### src/rtl/number_to_led_digit_commands_defines.svh
// assertion macros for the number to led digit commands block
// included by the top level; define NO_ASSERTIONS to drop the checks
`ifndef NUMBER_TO_LED_DIGIT_COMMANDS_DEFINES_SVH
`define NUMBER_TO_LED_DIGIT_COMMANDS_DEFINES_SVH

`ifndef NO_ASSERTIONS

// condition must hold on every clock outside reset
`define N2L_ASSERT_HOLDS(lbl, clk, rst_n, cond) \
    lbl: assert property (@(posedge clk) disable iff (!rst_n) (cond)) \
        else $error("n2l check failed");

// antecedent implies consequent in the next cycle
`define N2L_ASSERT_NEXT(lbl, clk, rst_n, ante, cons) \
    lbl: assert property (@(posedge clk) disable iff (!rst_n) (ante) |=> (cons)) \
        else $error("n2l sequence check failed");

`else

`define N2L_ASSERT_HOLDS(lbl, clk, rst_n, cond)
`define N2L_ASSERT_NEXT(lbl, clk, rst_n, ante, cons)

`endif

`endif

### src/rtl/n2l_pkg.sv
// shared types, constants and the digit helper for the led digit command block
// no dependencies
package n2l_pkg;

    localparam int NUM_DIGITS_DEFAULT = 8;

    localparam logic [3:0]  ADDR_TEST   = 4'hF;
    localparam logic [3:0]  ADDR_DECODE = 4'h9;
    localparam logic [3:0]  ADDR_DIGIT0 = 4'h1;
    localparam logic [7:0]  DATA_TEST   = 8'h00;
    localparam logic [7:0]  DATA_DECODE = 8'hFF;
    localparam logic [3:0]  CODE_BLANK  = 4'hF;

    // ceil(2^35 / 10): q = (x * RECIP_TEN) >> 35 is exact for every 32-bit x
    localparam logic [31:0] RECIP_TEN   = 32'hCCCC_CCCD;
    localparam int          RECIP_SHIFT = 35;

    // word positions at the start of each run
    localparam int CMD_TEST   = 0;
    localparam int CMD_DECODE = 1;
    localparam int CMD_DIGIT0 = 2;

    // one pipeline slot: remaining quotient, quotient before it, point mask
    typedef struct packed {
        logic [31:0] cur;
        logic [31:0] prv;
        logic [7:0]  mask;
    } stage_t;

    // digit from a value and its quotient by ten; blank once the value is zero, unless first is set
    function automatic logic [3:0] digit_code(input logic [31:0] prv,
                                              input logic [31:0] cur,
                                              input logic        first);
        logic [3:0] ten_q;
        logic [3:0] rem;
        ten_q = {cur[0], 3'b000} + {cur[2:0], 1'b0};
        rem   = prv[3:0] - ten_q;
        if (!first && (prv == 32'd0))
            digit_code = CODE_BLANK;
        else
            digit_code = rem;
    endfunction

endpackage

### src/rtl/n2l_div_stage.sv
// one divide-by-ten pipeline stage: reciprocal multiply and the digit it completes
// depends on n2l_pkg
module n2l_div_stage
    import n2l_pkg::*;
#(
    parameter int NUM_DIGITS = NUM_DIGITS_DEFAULT,
    parameter int STAGE      = 1
)
(
    input  logic                       clk,
    input  logic                       rst_n,
    input  logic                       advance,
    input  logic                       in_valid,
    input  stage_t                     in_data,
    input  logic [NUM_DIGITS-1:0][3:0] in_codes,
    output logic                       out_valid,
    output stage_t                     out_data,
    output logic [NUM_DIGITS-1:0][3:0] out_codes
);

    logic [63:0]                product;
    stage_t                     data_next;
    logic [NUM_DIGITS-1:0][3:0] codes_next;
    logic                       valid_reg;
    stage_t                     data_reg;
    logic [NUM_DIGITS-1:0][3:0] codes_reg;

    assign product = {32'd0, in_data.cur} * {32'd0, RECIP_TEN};

    always_comb
    begin
        data_next.cur  = {3'b000, product[63:RECIP_SHIFT]};
        data_next.prv  = in_data.cur;
        data_next.mask = in_data.mask;
    end

    // the quotient pair arriving here completes digit STAGE-2
    if (STAGE >= 2)
    begin : g_digit
        always_comb
        begin
            codes_next = in_codes;
            codes_next[STAGE-2] = digit_code(in_data.prv, in_data.cur, STAGE == 2);
        end
    end
    else
    begin : g_pass
        always_comb
        begin
            codes_next = in_codes;
        end
    end

    always_ff @(posedge clk or negedge rst_n)
    begin
        if (!rst_n)
            valid_reg <= 1'b0;
        else if (advance)
            valid_reg <= in_valid;
    end

    always_ff @(posedge clk)
    begin
        if (advance)
        begin
            data_reg  <= data_next;
            codes_reg <= codes_next;
        end
    end

    assign out_valid = valid_reg;
    assign out_data  = data_reg;
    assign out_codes = codes_reg;

endmodule

### config.mk
export PLATFORM = sky130hd
export DESIGN_NAME = n2l_div_stage
export DESIGN_NICKNAME = d
export VERILOG_FILES = /design/src/rtl/number_to_led_digit_commands_defines.svh /design/src/rtl/n2l_pkg.sv /design/src/rtl/n2l_div_stage.sv
export SDC_FILE = /design/constraint.sdc
export NUM_CORES = 1
export LEC_CHECK = 0
export ABC_AREA = 1
export BUFFER_PORTS_ARGS = -buffer_cell sky130_fd_sc_hd__buf_4
export CORE_ASPECT_RATIO = 1.75
export CORE_UTILIZATION = 30
export CTS_BUF_LIST = sky130_fd_sc_hd__clkbuf_16
export DETAILED_ROUTE_END_ITERATION = 16
export GPL_ROUTABILITY_DRIVEN = 1
export PLACE_DENSITY = 0.56
export SLEW_MARGIN = 15
export SYNTH_ARGS = -nofsm -noshare
export SYNTH_HDL_FRONTEND = slang
export SYNTH_SLANG_ARGS = --single-unit
### constraint.sdc
create_clock -name clk -period 1.15 [get_ports clk]
set_clock_uncertainty 0.05 [all_clocks]
set_input_delay 0.0575 -clock clk [delete_from_list [all_inputs] [get_ports clk]]
set_output_delay 0.0575 -clock clk [all_outputs]
set_load 0.02 [all_outputs]
==> metrics.md <==
| Metric | Value |
|---|---|
| First-pass GRT wire length | `122,000 um` |
| FILL cells | `7,092` |
| Die area | `73,900 um2` |
| Max-slew violations | `0` |
| Crit path DAT | `5.61 ns` |
| Final nets | `3,906` |
| Ys Warns | `0` |
| # DRC | `0` |
| Die H | `359 um` |
| Final GP Congestion | `1.01` |
| Fin crit period | `5.47 ns` |
| Final hold vios | `0` |
| CTS Sinks | `102` |
| Max cap viols | `0` |
| ANT cells | `0` |
| Register area | `3060 um2` |
| Vias in the first global route | `20.5k` |
| Row cnt | `130` |
| DR vias | `17.9k` |
| Clk buf depth | `2` |
| Htree depth | `3` |
| Routed WL | `81,500 um` |
| DR iter-0 viols | `593` |
| Grt ovf | `0` |
| Synth Cell Area | `21,800 um2` |
| Failing checks | `setup timing` |
| Library cells used by synthesis | `34` |
| Layout cells sized above 1 | `32.0%` |
| Routed vias/inst | `4.49` |
| RSZ-0062 raised after global routing | `yes` |
| Sequential area share after synthesis | `14.0%` |
| Initial Utilization | `30.4%` |
| Initial antenna violation count | `1` |
| Final antenna-violating net count | `0` |
| Clock Latency Late Sink | `0.40 ns` |
| Gate count of the mapped netlist | `2,417` |
| Area of the multi-input gates | `17,700 um2` |
| Startpoint types | `input port` |
| Dpl hpwl | `73,200 um` |
| Kind of critical path | `in -> reg` |
| First-pass DRT Iterations | `6` |
| Tightest Hold Check Type | `in -> reg` |
| Area growth from synthesis to layout | `39.0%` |
| Crit path buffers/inverters | `10` |
| Final Cycle Share | `476%` |
| Register bit total from synthesis | `102` |
| Status | `finished with violations` |
| Io pins | `213` |
| IO Port Bufs | `177` |
| Slowest-stage cell, CP | `fa_2` |
| CP required | `1.28 ns` |
| Max Clk Rate | `183 MHz` |
| Tot GR Track Use | `23.2%` |
| Pin count of the biggest net entering global routing | `35` |
| Element type at the critical path end | `flop` |
| Wire per inst | `20.4 um` |
| CORE AREA | `71,900 um2` |
| Cell family with most CP delay | `adder cells` |
| Synth Area per Inst | `9.03 um2` |
| Die X | `206 um` |
| CTS tree | `done` |
| Max incr delay on CP | `0.58 ns` |
| Setup violations, final | `34` |
| Worst-path clk slew | `0.08 ns` |
| Clk root buf | `clkbuf_16` |
| CTS buffer count | `9` |
| Crit path max fanout | `4` |
| Setup Slack @ Placement | `-4.89 ns` |
| Worst setup margin | `-4.32 ns` |
==> per-stage QoR <==
| stage | hold slack (ns) | TNS [ns] | util [%] | area [um2] | instances |
|---|---|---|---|---|---|
| global placement | -0.217 | -139.35 | 38.5 | 27700 | 3882 |
| finish | 0.0246 | -122.91 | 42.2 | 30400 | 3995 |
| detailed placement | -0.216 | -138.82 | 38.5 | 27700 | 3882 |
| global route | 0.0283 | -128.32 | 42.2 | 30400 | 3995 |
| floorplan | -0.288 | -118.40 | - | 22400 | 2419 |
| CTS | 0.00721 | -121.83 | 41.5 | 29800 | 3986 |
==> final cells by class <==
cell class / count / area share, %
clock buffer: 9 / 0.742
clock inverter: 7 / 0.400
tap: 924 / 3.81
timing repair buffer: 644 / 17.4
inverter: 744 / 9.27
sequential: 102 / 10.1
multi-input combinational: 1565 / 58.3
==> metal layers <==
metal	GRT usage, %	wire [um]	vias to the layer above	part of all wire (%)
met5	0	0	-	0
met4	20.1	8690	0	11
met3	2.71	2100	252	2.6
met2	44.5	44900	456	55
met1	20.8	25800	8704	32
li1	-	-	8521	-
==> final timing paths <==
check / depth (start not counted) / slack, ns / end / startpoint
worst min-delay path: 2 / 0.02 / out_codes[27]$_DFFE_PP_ / advance
worst max-delay path: 26 / -4.32 / out_data[55]$_DFFE_PP_ / in_data[58]
worst min register to register: 1 / 0.46 / out_valid$_DFFE_PN0P_ / out_valid$_DFFE_PN0P_
min in group asynchronous: 3 / 0.44 / out_valid$_DFFE_PN0P_ / rst_n
max in group asynchronous: 3 / 0.51 / out_valid$_DFFE_PN0P_ / rst_n
worst max register to register: 1 / 0.36 / out_valid$_DFFE_PN0P_ / out_valid$_DFFE_PN0P_
==> synthesized netlist by cell type (all sizes together) <==
library cell | instances | area share [%]
or2 | 3 | 0.086
nor4 | 2 | 0.13
ha | 346 | 20
nand3 | 52 | 1.2
nor3 | 17 | 0.60
dfrtp | 1 | 0.11
o22ai | 2 | 0.057
a21o | 9 | 0.31
clkbuf | 5 | 0.086
o21bai | 18 | 0.62
fa | 386 | 35
inv | 744 | 13
a21oi | 76 | 1.8
nand4 | 7 | 0.20
and2 | 2 | 0.057
a21boi | 1 | 0.034
xor2 | 38 | 1.5
nand2 | 437 | 7.6
o21ai | 39 | 0.89
xnor2 | 8 | 0.32
buf | 3 | 0.10
mux2 | 1 | 0.052
nor2 | 118 | 2.4
conb | 1 | 0.017
edfxtp | 101 | 14
==> repair_timing <==
action / CTS / global route
endpoints found under the setup margin: 51 / 45
pin swaps: 105 / 91
hold endpoints to repair: 71 / 0
setup buffers: 16 / 9
gates resized for setup: 239 / 123
hold buffers: 72 / 0
==> logic make-up after synthesis <==
group | after synthesis | synth area share [%]
DFF | 102 | 14.0
AOI/OAI and AO/OA | 145 | 3.67
xor gates and xnor gates | 46 | 1.84
buffers and inverters | 752 | 13.0
and+or+nand+nor | 638 | 12.2
adders and majority gates | 732 | 55.2
other | 1 | 0.0172
muxes | 1 | 0.0516
==> sequential cells by signal (all words and copies together) (netlist names) <==
register   flops
out_codes     32
out_data      69
out_valid      1
==> placed cells by master, fill, tap and decap left out, drive strengths merged <==
master / instances
xor2: 38
dlygate4sd3: 72
ha: 346
and2: 2
nor2: 118
mux2: 1
nor3: 17
edfxtp: 101
fa: 386
bufinv: 3
conb: 3
buf: 572
nor4: 2
or2: 3
a21oi: 76
xnor2: 8
a21o: 9
o22ai: 2
nand4: 7
o21ai: 39
inv: 747
o21bai: 18
clkinvlp: 1
clkbuf: 9
nand3: 52
nand2: 437
a21boi: 1
dfrtp: 1
Power is left out: the tool's default activity adds up to more than one toggle a clock period on the data nets, which glitch-free logic cannot reach.
