<file path="src/rtl/number_to_led_digit_commands_defines.svh">
// assertion macros for the number to led digit commands block
// included by the top level; define NO_ASSERTIONS to drop the checks
`ifndef NUMBER_TO_LED_DIGIT_COMMANDS_DEFINES_SVH
`define NUMBER_TO_LED_DIGIT_COMMANDS_DEFINES_SVH

`ifndef NO_ASSERTIONS

// condition must hold on every clock outside reset
`define N2L_ASSERT_HOLDS(lbl, clk, rst_n, cond) \
    lbl: assert property (@(posedge clk) disable iff (!rst_n) (cond)) \
        else $error("n2l check failed");

// antecedent implies consequent in the next cycle
`define N2L_ASSERT_NEXT(lbl, clk, rst_n, ante, cons) \
    lbl: assert property (@(posedge clk) disable iff (!rst_n) (ante) |=> (cons)) \
        else $error("n2l sequence check failed");

`else

`define N2L_ASSERT_HOLDS(lbl, clk, rst_n, cond)
`define N2L_ASSERT_NEXT(lbl, clk, rst_n, ante, cons)

`endif

`endif

</file>
<file path="src/rtl/n2l_pkg.sv">
// shared types, constants and the digit helper for the led digit command block
// no dependencies
package n2l_pkg;

    localparam int NUM_DIGITS_DEFAULT = 8;

    localparam logic [3:0]  ADDR_TEST   = 4'hF;
    localparam logic [3:0]  ADDR_DECODE = 4'h9;
    localparam logic [3:0]  ADDR_DIGIT0 = 4'h1;
    localparam logic [7:0]  DATA_TEST   = 8'h00;
    localparam logic [7:0]  DATA_DECODE = 8'hFF;
    localparam logic [3:0]  CODE_BLANK  = 4'hF;

    // ceil(2^35 / 10): q = (x * RECIP_TEN) >> 35 is exact for every 32-bit x
    localparam logic [31:0] RECIP_TEN   = 32'hCCCC_CCCD;
    localparam int          RECIP_SHIFT = 35;

    // word positions at the start of each run
    localparam int CMD_TEST   = 0;
    localparam int CMD_DECODE = 1;
    localparam int CMD_DIGIT0 = 2;

    // one pipeline slot: remaining quotient, quotient before it, point mask
    typedef struct packed {
        logic [31:0] cur;
        logic [31:0] prv;
        logic [7:0]  mask;
    } stage_t;

    // digit from a value and its quotient by ten; blank once the value is zero, unless first is set
    function automatic logic [3:0] digit_code(input logic [31:0] prv,
                                              input logic [31:0] cur,
                                              input logic        first);
        logic [3:0] ten_q;
        logic [3:0] rem;
        ten_q = {cur[0], 3'b000} + {cur[2:0], 1'b0};
        rem   = prv[3:0] - ten_q;
        if (!first && (prv == 32'd0))
            digit_code = CODE_BLANK;
        else
            digit_code = rem;
    endfunction

endpackage

</file>
<file path="src/rtl/n2l_serializer.sv">
// command serialiser: holds one finished number and sends its run of words
// depends on n2l_pkg
module n2l_serializer
    import n2l_pkg::*;
#(
    parameter int NUM_DIGITS = NUM_DIGITS_DEFAULT
)
(
    input  logic                       clk,
    input  logic                       rst_n,
    input  logic                       in_valid,
    input  stage_t                     in_data,
    input  logic [NUM_DIGITS-1:0][3:0] in_codes,
    output logic                       in_ready,
    output logic                       m_tvalid,
    input  logic                       m_tready,
    output logic [31:0]                m_tdata,   // reg_address[3:0], reg_data[11:4], command_word[27:12]
    output logic                       m_tlast
);

    localparam int CNT_W = $clog2(NUM_DIGITS + 2);
    localparam int IDX_W = (NUM_DIGITS > 1) ? $clog2(NUM_DIGITS) : 1;
    localparam logic [CNT_W-1:0] LAST_CNT = CNT_W'(NUM_DIGITS + 1);

    logic                       busy_reg;
    logic [CNT_W-1:0]           cnt_reg;
    logic [NUM_DIGITS-1:0][3:0] codes_reg;
    logic [NUM_DIGITS-1:0]      mask_reg;
    logic [NUM_DIGITS-1:0][3:0] codes_next;
    logic                       load;
    logic                       at_last;
    logic [CNT_W-1:0]           dig;
    logic [IDX_W-1:0]           idx;
    logic [3:0]                 reg_address;
    logic [7:0]                 reg_data;

    assign at_last  = (cnt_reg == LAST_CNT);
    assign in_ready = !busy_reg || (m_tready && at_last);
    assign load     = in_valid && in_ready;

    // top digit is finished here from the last quotient pair
    always_comb
    begin
        codes_next = in_codes;
        codes_next[NUM_DIGITS-1] = digit_code(in_data.prv, in_data.cur, NUM_DIGITS == 1);
    end

    always_ff @(posedge clk or negedge rst_n)
    begin
        if (!rst_n)
        begin
            busy_reg <= 1'b0;
            cnt_reg  <= '0;
        end
        else if (load)
        begin
            busy_reg <= 1'b1;
            cnt_reg  <= '0;
        end
        else if (busy_reg && m_tready)
        begin
            if (at_last)
                busy_reg <= 1'b0;
            else
                cnt_reg <= cnt_reg + CNT_W'(1);
        end
    end

    always_ff @(posedge clk)
    begin
        if (load)
        begin
            codes_reg <= codes_next;
            mask_reg  <= in_data.mask[NUM_DIGITS-1:0];
        end
    end

    assign dig = cnt_reg - CNT_W'(CMD_DIGIT0);
    assign idx = dig[IDX_W-1:0];

    always_comb
    begin
        if (cnt_reg == CNT_W'(CMD_TEST))
        begin
            reg_address = ADDR_TEST;
            reg_data    = DATA_TEST;
        end
        else if (cnt_reg == CNT_W'(CMD_DECODE))
        begin
            reg_address = ADDR_DECODE;
            reg_data    = DATA_DECODE;
        end
        else
        begin
            reg_address = ADDR_DIGIT0 + 4'(dig);
            reg_data    = {mask_reg[idx], 3'b000, codes_reg[idx]};
        end
    end

    assign m_tvalid = busy_reg;
    assign m_tlast  = at_last;
    assign m_tdata  = {8'h00, reg_address, reg_data, reg_data, reg_address};

endmodule

</file>
<file path="config.mk">
export PLATFORM = sky130hd
export DESIGN_NAME = n2l_serializer
export DESIGN_NICKNAME = d
export VERILOG_FILES = /design/src/rtl/number_to_led_digit_commands_defines.svh /design/src/rtl/n2l_pkg.sv /design/src/rtl/n2l_serializer.sv
export SDC_FILE = /design/constraint.sdc
export NUM_CORES = 1
export LEC_CHECK = 0
export ABC_CLOCK_PERIOD_IN_PS = 2510
export BUFFER_PORTS_ARGS = -buffer_cell sky130_fd_sc_hd__buf_2
export CAP_MARGIN = 15
export CORE_MARGIN = 4
export CORE_UTILIZATION = 30
export DETAILED_ROUTE_END_ITERATION = 6
export PLACE_DENSITY = 0.59
export SETUP_SLACK_MARGIN = 0.5
export SYNTH_ARGS = -nofsm -noshare
export SYNTH_HDL_FRONTEND = slang
export SYNTH_SLANG_ARGS = --single-unit
</file>
<file path="constraint.sdc">
create_clock -name clk -period 2.51 [get_ports clk]
set_input_delay 0.251 -clock clk [delete_from_list [all_inputs] [get_ports clk]]
set_output_delay 0.251 -clock clk [all_outputs]
set_load 0.05 [all_outputs]
</file>
==> results of run 1 <==
## Yosys cell counts (2+ instances only)
| master | count |
|---|---|
| a22o_1 | 2 |
| a21oi_1 | 4 |
| nand2b_1 | 2 |
| nand2_1 | 15 |
| nand3_1 | 3 |
| xor2_1 | 3 |
| ha_1 | 11 |
| inv_1 | 7 |
| xnor2_1 | 3 |
| nor4_4 | 2 |
| edfxtp_1 | 40 |
| buf_4 | 23 |
| mux2i_1 | 3 |
| inv_2 | 2 |
| mux4_2 | 10 |
| o21ai_1 | 4 |
| nor4_1 | 3 |
| and2_1 | 3 |
| nor2_1 | 5 |
| a31oi_1 | 4 |
| dfrtp_1 | 5 |
## where the power goes
part	internal (uW)	total (uW)	switching [uW]
registers	903	990	87.0
logic	1470	3660	2190
clock network	193	420	227
total	2570	5070	2500
## what timing repair did
item | 4_1_cts | 5_1_grt
pin swaps | 3 | 3
hold endpoints to repair | 5 | 0
cloned | 1 | 1
hold buffers | 1 | 0
gates resized for setup | 46 | 26
setup endpoints to repair | 58 | 34
setup buffers | 17 | 1
## layout make-up
cell class | instances | area share
Sequential cell | 45 | 0.371
Inverter | 9 | 0.0129
Timing Repair Buffer | 124 | 0.258
Tap cell | 102 | 0.0356
Clock inverter | 1 | 0.00244
Clock buffer | 6 | 0.0202
Multi-Input combinational cell | 97 | 0.299
## cells by family after synthesis
family / after synthesis
AOI/OAI and AO/OA: 18
muxes: 13
other: 1
and+or+nand+nor: 41
DFF: 45
buffers and inverters: 35
adders and majority gates: 11
xor gates and xnor gates: 6
## layer usage
metal / part of all wire / vias to the layer above / wire length (um)
met2: 0.52 / 85 / 2980
met1: 0.39 / 827 / 2240
met5: 0 / - / 0
met4: 0.0079 / 0 / 45
met3: 0.078 / 4 / 444
li1: - / 827 / -
## worst paths after layout
kind                       slack, ns                endpoint  cells after the start
max reg2reg                     0.52  codes_reg[3]$_DFFE_PP_                      8
min in group asynchronous       0.31  cnt_reg[0]$_DFFE_PN0P_                      2
min                             0.14   mask_reg[3]$_DFFE_PP_                      1
min reg2reg                     0.66  cnt_reg[2]$_DFFE_PN0P_                      2
max                             0.39             m_tdata[14]                      6
max in group asynchronous       2.05  cnt_reg[0]$_DFFE_PN0P_                      2
## per-stage QoR
stage | hold WS [ns] | setup WS (ns)
global route | 0.116 | 0.340
CTS | 0.119 | 0.369
finish | 0.136 | 0.395
floorplan | -0.0446 | 0.332
detailed placement | 0.0776 | 0.268
global placement | 0.0761 | 0.286
## placed cells by master, fill, tap and decap left out, drive strengths merged, types with 2 or more instances in the layout
| cell | instances |
|---|---|
| nand2b | 2 |
| and2 | 3 |
| nand3 | 3 |
| conb | 8 |
| edfxtp | 40 |
| a22o | 2 |
| o21ai | 4 |
| inv | 9 |
| ha | 11 |
| nand2 | 15 |
| nor2 | 5 |
| xnor2 | 3 |
| a31oi | 4 |
| mux4 | 10 |
| buf | 122 |
| mux2i | 3 |
| xor2 | 3 |
| a21oi | 4 |
| dfrtp | 5 |
| nor4 | 6 |
| clkbuf | 7 |
==> results.json, run 1 <==
{
  "status": "complete, no violations",
  "finish.utilization": 0.464,
  "synth_top_area_share": 0.506,
  "power.density_mw_per_mm2": 1410,
  "syn_inst": 170,
  "drtAntennaViolNets": 0,
  "yosys_warnings": 0,
  "synth_seq_area_share": 0.559,
  "antennaDiodeCount": 0,
  "cp_max_fo": 8,
  "busiest_layer": "met2",
  "grt_max_degree": 17,
  "num_rows": 32,
  "cts_buffers": 5,
  "areaGrowthSynthToFinish_pct": 51.3,
  "routed_wl_um": 5710,
  "critPathTopFamily": "flip-flops",
  "synth_enable_flop_cells": 40,
  "cts_root_buffer": "clkbuf_8",
  "ys_seq_elements": 45,
  "hold_start": "in_data[3]",
  "avgRoutedWirePerCell_um": 14.9,
  "fin_crit_ns": 2.12,
  "synth-compound-area-share": 0.0485,
  "use_met3": 0.0389,
  "cts_htree_levels": 2,
  "rsz0062_at_grt": "true",
  "synth_area_sq_mm": 0.00237,
  "final_cell_area_sq_mm": 0.00359,
  "cp-end-kind": "primary output",
  "use_met2": 0.219,
  "fin_worst_skew_ns": 0.00493,
  "largest_reg_flops": 32,
  "setup_violations": 0,
  "drv_cap": 0,
  "critPathLaunchType": "flip-flop",
  "fin_nets": 401,
  "slew_viol_final": 0,
  "hold_violations": 0,
  "worst-endpoint-arrival_ns": 1.86,
  "drc": 0,
  "synth-xor-area-share": 0.0222,
  "synth_top_cell_by_area": "edfxtp_1",
  "fin_cells": 384,
  "worst-path-buf-inv": 2,
  "max_stage_delay_ns": 0.42,
  "tns_ns": 0,
  "cp_slowest_cell": "dfrtp_2",
  "die_w_um": 96.9,
  "grt_use_met1": 0.142,
  "place.gp.congestion": 0.750,
  "cts_tree": "yes",
  "dpl_cell_area_sq_mm": 0.00304,
  "muxShareOfSynthArea": 0.108,
  "core_area_sq_mm": 0.00773,
  "placed_cells_incl_taps": 356,
  "grt-ovfl-total": 0,
  "grt_pass1_wl_um": 9160,
  "grt_pass1_vias": 1894,
  "antenna_found_initial": 0,
  "reg2reg_from": "cnt_reg[0]$_DFFE_PN0P_",
  "insertion_delay_ns": 0.28,
  "hold_class": "input pin to flip-flop",
  "synth-simple-area-share": 0.108,
  "synth_async_sr_flop_share": 0.111,
  "port-buffer-count": 101,
  "crit_required_ns": 2.26,
  "ys.flop_type": "edfxtp_1",
  "max_freq_mhz": 473,
  "layout-drive-gt1-share": 0.631,
  "grtUsageTotal": 0.122,
  "pin_count": 143,
  "drtIter0Drc": 26,
  "clk_path_buf_depth": 2,
  "power.total_uw": 5070,
  "multiInputGateArea_sq_mm": 0.00107,
  "synthTopCellsByArea": "edfxtp_1 (51%), mux4_2 (9.5%), buf_4 (7.3%), ha_1 (5.8%), dfrtp_1 (5.3%)",
  "start_util": 0.307,
  "crit_type": "flip-flop to primary output",
  "via_count": 1743,
  "die_h_um": 96.9,
  "vias_per_cell": 4.54,
  "avgSynthCellArea_sq_um": 14.0,
  "cts_num_sinks": 45,
  "drt_first_pass_iters": 4,
  "vdd_ir_drop_max_uv": 595,
  "critPathLaunch": "cnt_reg[2]$_DFFE_PN0P_",
  "cp_cell_sequence": "inv_1 -> ha_4 -> mux4_2 -> nand2_2 -> a31oi_4 -> buf_6",
  "nFillCells": 699,
  "fin_crit_sh": 0.843,
  "synthAdderAreaFrac": 0.0580,
  "dp_hpwl_um": 4100,
  "synth_cell_type_count": 37,
  "final-seq-area_sq_mm": 0.00133,
  "clk_pin_slew_ns": 0.08,
  "power_leakage_uw": 0.00148,
  "die-area_sq_mm": 0.00939,
  "synth_top_family_by_area": "simple AND/OR/NAND/NOR gates"
}
(Power assumes the default switching activity.)
==> inputs of run 2 (changes only) <==
--- a/config.mk
+++ b/config.mk
@@ -5,13 +5,13 @@
 export SDC_FILE = /design/constraint.sdc
 export NUM_CORES = 1
 export LEC_CHECK = 0
-export ABC_CLOCK_PERIOD_IN_PS = 2510
+export ABC_CLOCK_PERIOD_IN_PS = 2000
 export BUFFER_PORTS_ARGS = -buffer_cell sky130_fd_sc_hd__buf_2
 export CAP_MARGIN = 15
 export CORE_MARGIN = 4
 export CORE_UTILIZATION = 30
 export DETAILED_ROUTE_END_ITERATION = 6
-export PLACE_DENSITY = 0.59
+export PLACE_DENSITY = 0.57
 export SETUP_SLACK_MARGIN = 0.5
 export SYNTH_ARGS = -nofsm -noshare
 export SYNTH_HDL_FRONTEND = slang
==> constraint.sdc (replaced) <==
create_clock -name clk -period 2 [get_ports clk]
set_input_delay 0.2 -clock clk [delete_from_list [all_inputs] [get_ports clk]]
set_output_delay 0.2 -clock clk [all_outputs]
set_load 0.05 [all_outputs]
==> run 2 against run 1 <==
  * The run now ends with negative setup slack left
  * Count of clock-buffer cells in the layout did not move
  * Non-clock buffer count rose by 17
  * Wire length barely moved
  * Clock skew fell by 0.0022 ns
==> results.json, run 2 (synthesized netlist as in run 1, its figures left out) <==
{
  "cts_tree": "yes",
  "rsz0062_at_grt": "true",
  "via_count": 1782,
  "crit_required_ns": 1.80,
  "drtAntennaViolNets": 0,
  "routed_wl_um": 5720,
  "power.density_mw_per_mm2": 1710,
  "reg2reg_from": "cnt_reg[1]$_DFFE_PN0P_",
  "violations": "negative setup slack",
  "setup_violations": 8,
  "cp_max_fo": 7,
  "cts_num_sinks": 45,
  "worst-path-stages": 6,
  "grt-ovfl-total": 0,
  "fin_ws_ns": -0.0242,
  "vias_per_cell": 4.44,
  "avgRoutedWirePerCell_um": 14.3,
  "worst-endpoint-arrival_ns": 1.82,
  "cts_root_buffer": "clkbuf_8",
  "hold_end": "mask_reg[3]$_DFFE_PP_",
  "fin_crit_ns": 2.02,
  "max_freq_mhz": 494,
  "die-area_sq_mm": 0.00939,
  "placed_cells_incl_taps": 367,
  "multiInputGateArea_sq_mm": 0.00113,
  "place.gp.congestion": 0.736,
  "layout_common_cells": "buf_2 (75), edfxtp_1 (40), buf_6 (30)",
  "die_h_um": 96.9,
  "drtIter0Drc": 19,
  "hold_depth": 1,
  "crit_type": "flip-flop to primary output",
  "port-buffer-count": 101,
  "fin_cells": 401,
  "cp_cell_sequence": "inv_8 -> ha_4 -> mux4_2 -> nand2_2 -> a31oi_4 -> buf_6",
  "r2r-end": "codes_reg[23]$_DFFE_PP_",
  "finish.utilization": 0.515,
  "grtUsageTotal": 0.120,
  "cts_buffers": 5,
  "hold_class": "input pin to flip-flop",
  "cp-end-kind": "primary output",
  "cts_htree_levels": 2,
  "pre_cts_slack_ns": 0.0174,
  "insertion_delay_ns": 0.29,
  "fin_worst_skew_ns": 0.00268,
  "die_w_um": 96.9,
  "final-seq-area_sq_mm": 0.00133,
  "pin_count": 143,
  "num_rows": 32,
  "vdd_ir_drop_max_uv": 715,
  "fin_nets": 418,
  "r2r_slack_ns": 0,
  "core_area_sq_mm": 0.00773,
  "status": "complete, but fails checks",
  "max_stage_delay_ns": 0.44,
  "layout-drive-gt1-share": 0.692,
  "reg2reg_depth": 10,
  "antenna_found_initial": 0,
  "grt_max_degree": 14,
  "layout_commonest_cell": "buf_2",
  "critPathTopFamily": "flip-flops",
  "grt_pass1_vias": 1860,
  "drv_cap": 0,
  "largest_reg_flops": 32,
  "tns_ns": -0.120,
  "cp_slowest_cell": "dfrtp_2",
  "antennaDiodeCount": 0,
  "nFillCells": 657,
  "hold_start": "in_data[3]",
  "slew_viol_final": 0,
  "drc": 0,
  "power.total_uw": 6830,
  "drt_first_pass_iters": 4,
  "worst-path-buf-inv": 2,
  "hold_violations": 0,
  "clk_pin_slew_ns": 0.08,
  "grt_pass1_wl_um": 9010,
  "areaGrowthSynthToFinish_pct": 67.9,
  "fin_crit_sh": 1.01,
  "critPathLaunchType": "flip-flop",
  "clk_path_buf_depth": 2,
  "power_leakage_uw": 0.00164,
  "start_util": 0.307,
  "dp_hpwl_um": 4160
}
[run 2: cell types whose count changed in the layout (fill, tap and decap cells not counted), sizes merged]
cell      delta
clkinvlp     +1
buf         +17
inv          -1
[run 2: worst max path at each step]
stage | start | to | slack (ns)
global route | cnt_reg[1]$_DFFE_PN0P_ | m_tdata[6] | -0.09
global placement | cnt_reg[0]$_DFFE_PN0P_ | m_tdata[22] | 0.04
floorplan | cnt_reg[1]$_DFFE_PN0P_ | codes_reg[0]$_DFFE_PP_ | -0.16
CTS | cnt_reg[0]$_DFFE_PN0P_ | m_tdata[5] | -0.05
finish | cnt_reg[1]$_DFFE_PN0P_ | m_tdata[12] | -0.02
detailed placement | cnt_reg[0]$_DFFE_PN0P_ | m_tdata[22] | 0.02
[run 2: metrics by stage]
stage               hold slack [ns]  instance area (sq um)
detailed placement           0.0265                   3130
finish                       0.0802                   3980
global placement             0.0262                   3130
global route                 0.0536                   3980
floorplan                   -0.0956                   2610
CTS                          0.0638                   3820
[run 2: final cells by class]
type / count / area share
inverters: 9 / 0.0132
repair buffers: 141 / 0.317
multi-input cells: 97 / 0.284
flip-flops and latches: 45 / 0.334
well taps: 102 / 0.0320
clock inverters: 1 / 0.00220
clock buffers: 6 / 0.0182
[run 2: worst reg2reg max path, delay by kind of cell, from the launching register on]
family	cells	cell delay (ns)
flops	1	0.46
simple gates	4	0.54
fa+ha+maj	1	0.17
buf+inv	5	0.57
[run 2: metal layers]
metal  global-route usage  share of wire
met3               0.0411          0.086
met1                0.137           0.37
met5                    0              0
met2                0.213           0.54
met4               0.0313         0.0054
[run 2: power breakdown]
group / internal, uW / switching [uW]
registers: 1130 / 60.8
clock network: 242 / 287
logic: 2240 / 2870
[run 2: what timing repair did]
item / in CTS / in global routing
resized for setup: 100 / 12
pin swaps: 16 / 10
endpoints found under the setup margin: 69 / 71
setup buffers: 15 / 7
gates cloned: 3 / 1
hold buffers: 1 / 0
endpoints found under the hold margin: 5 / 0
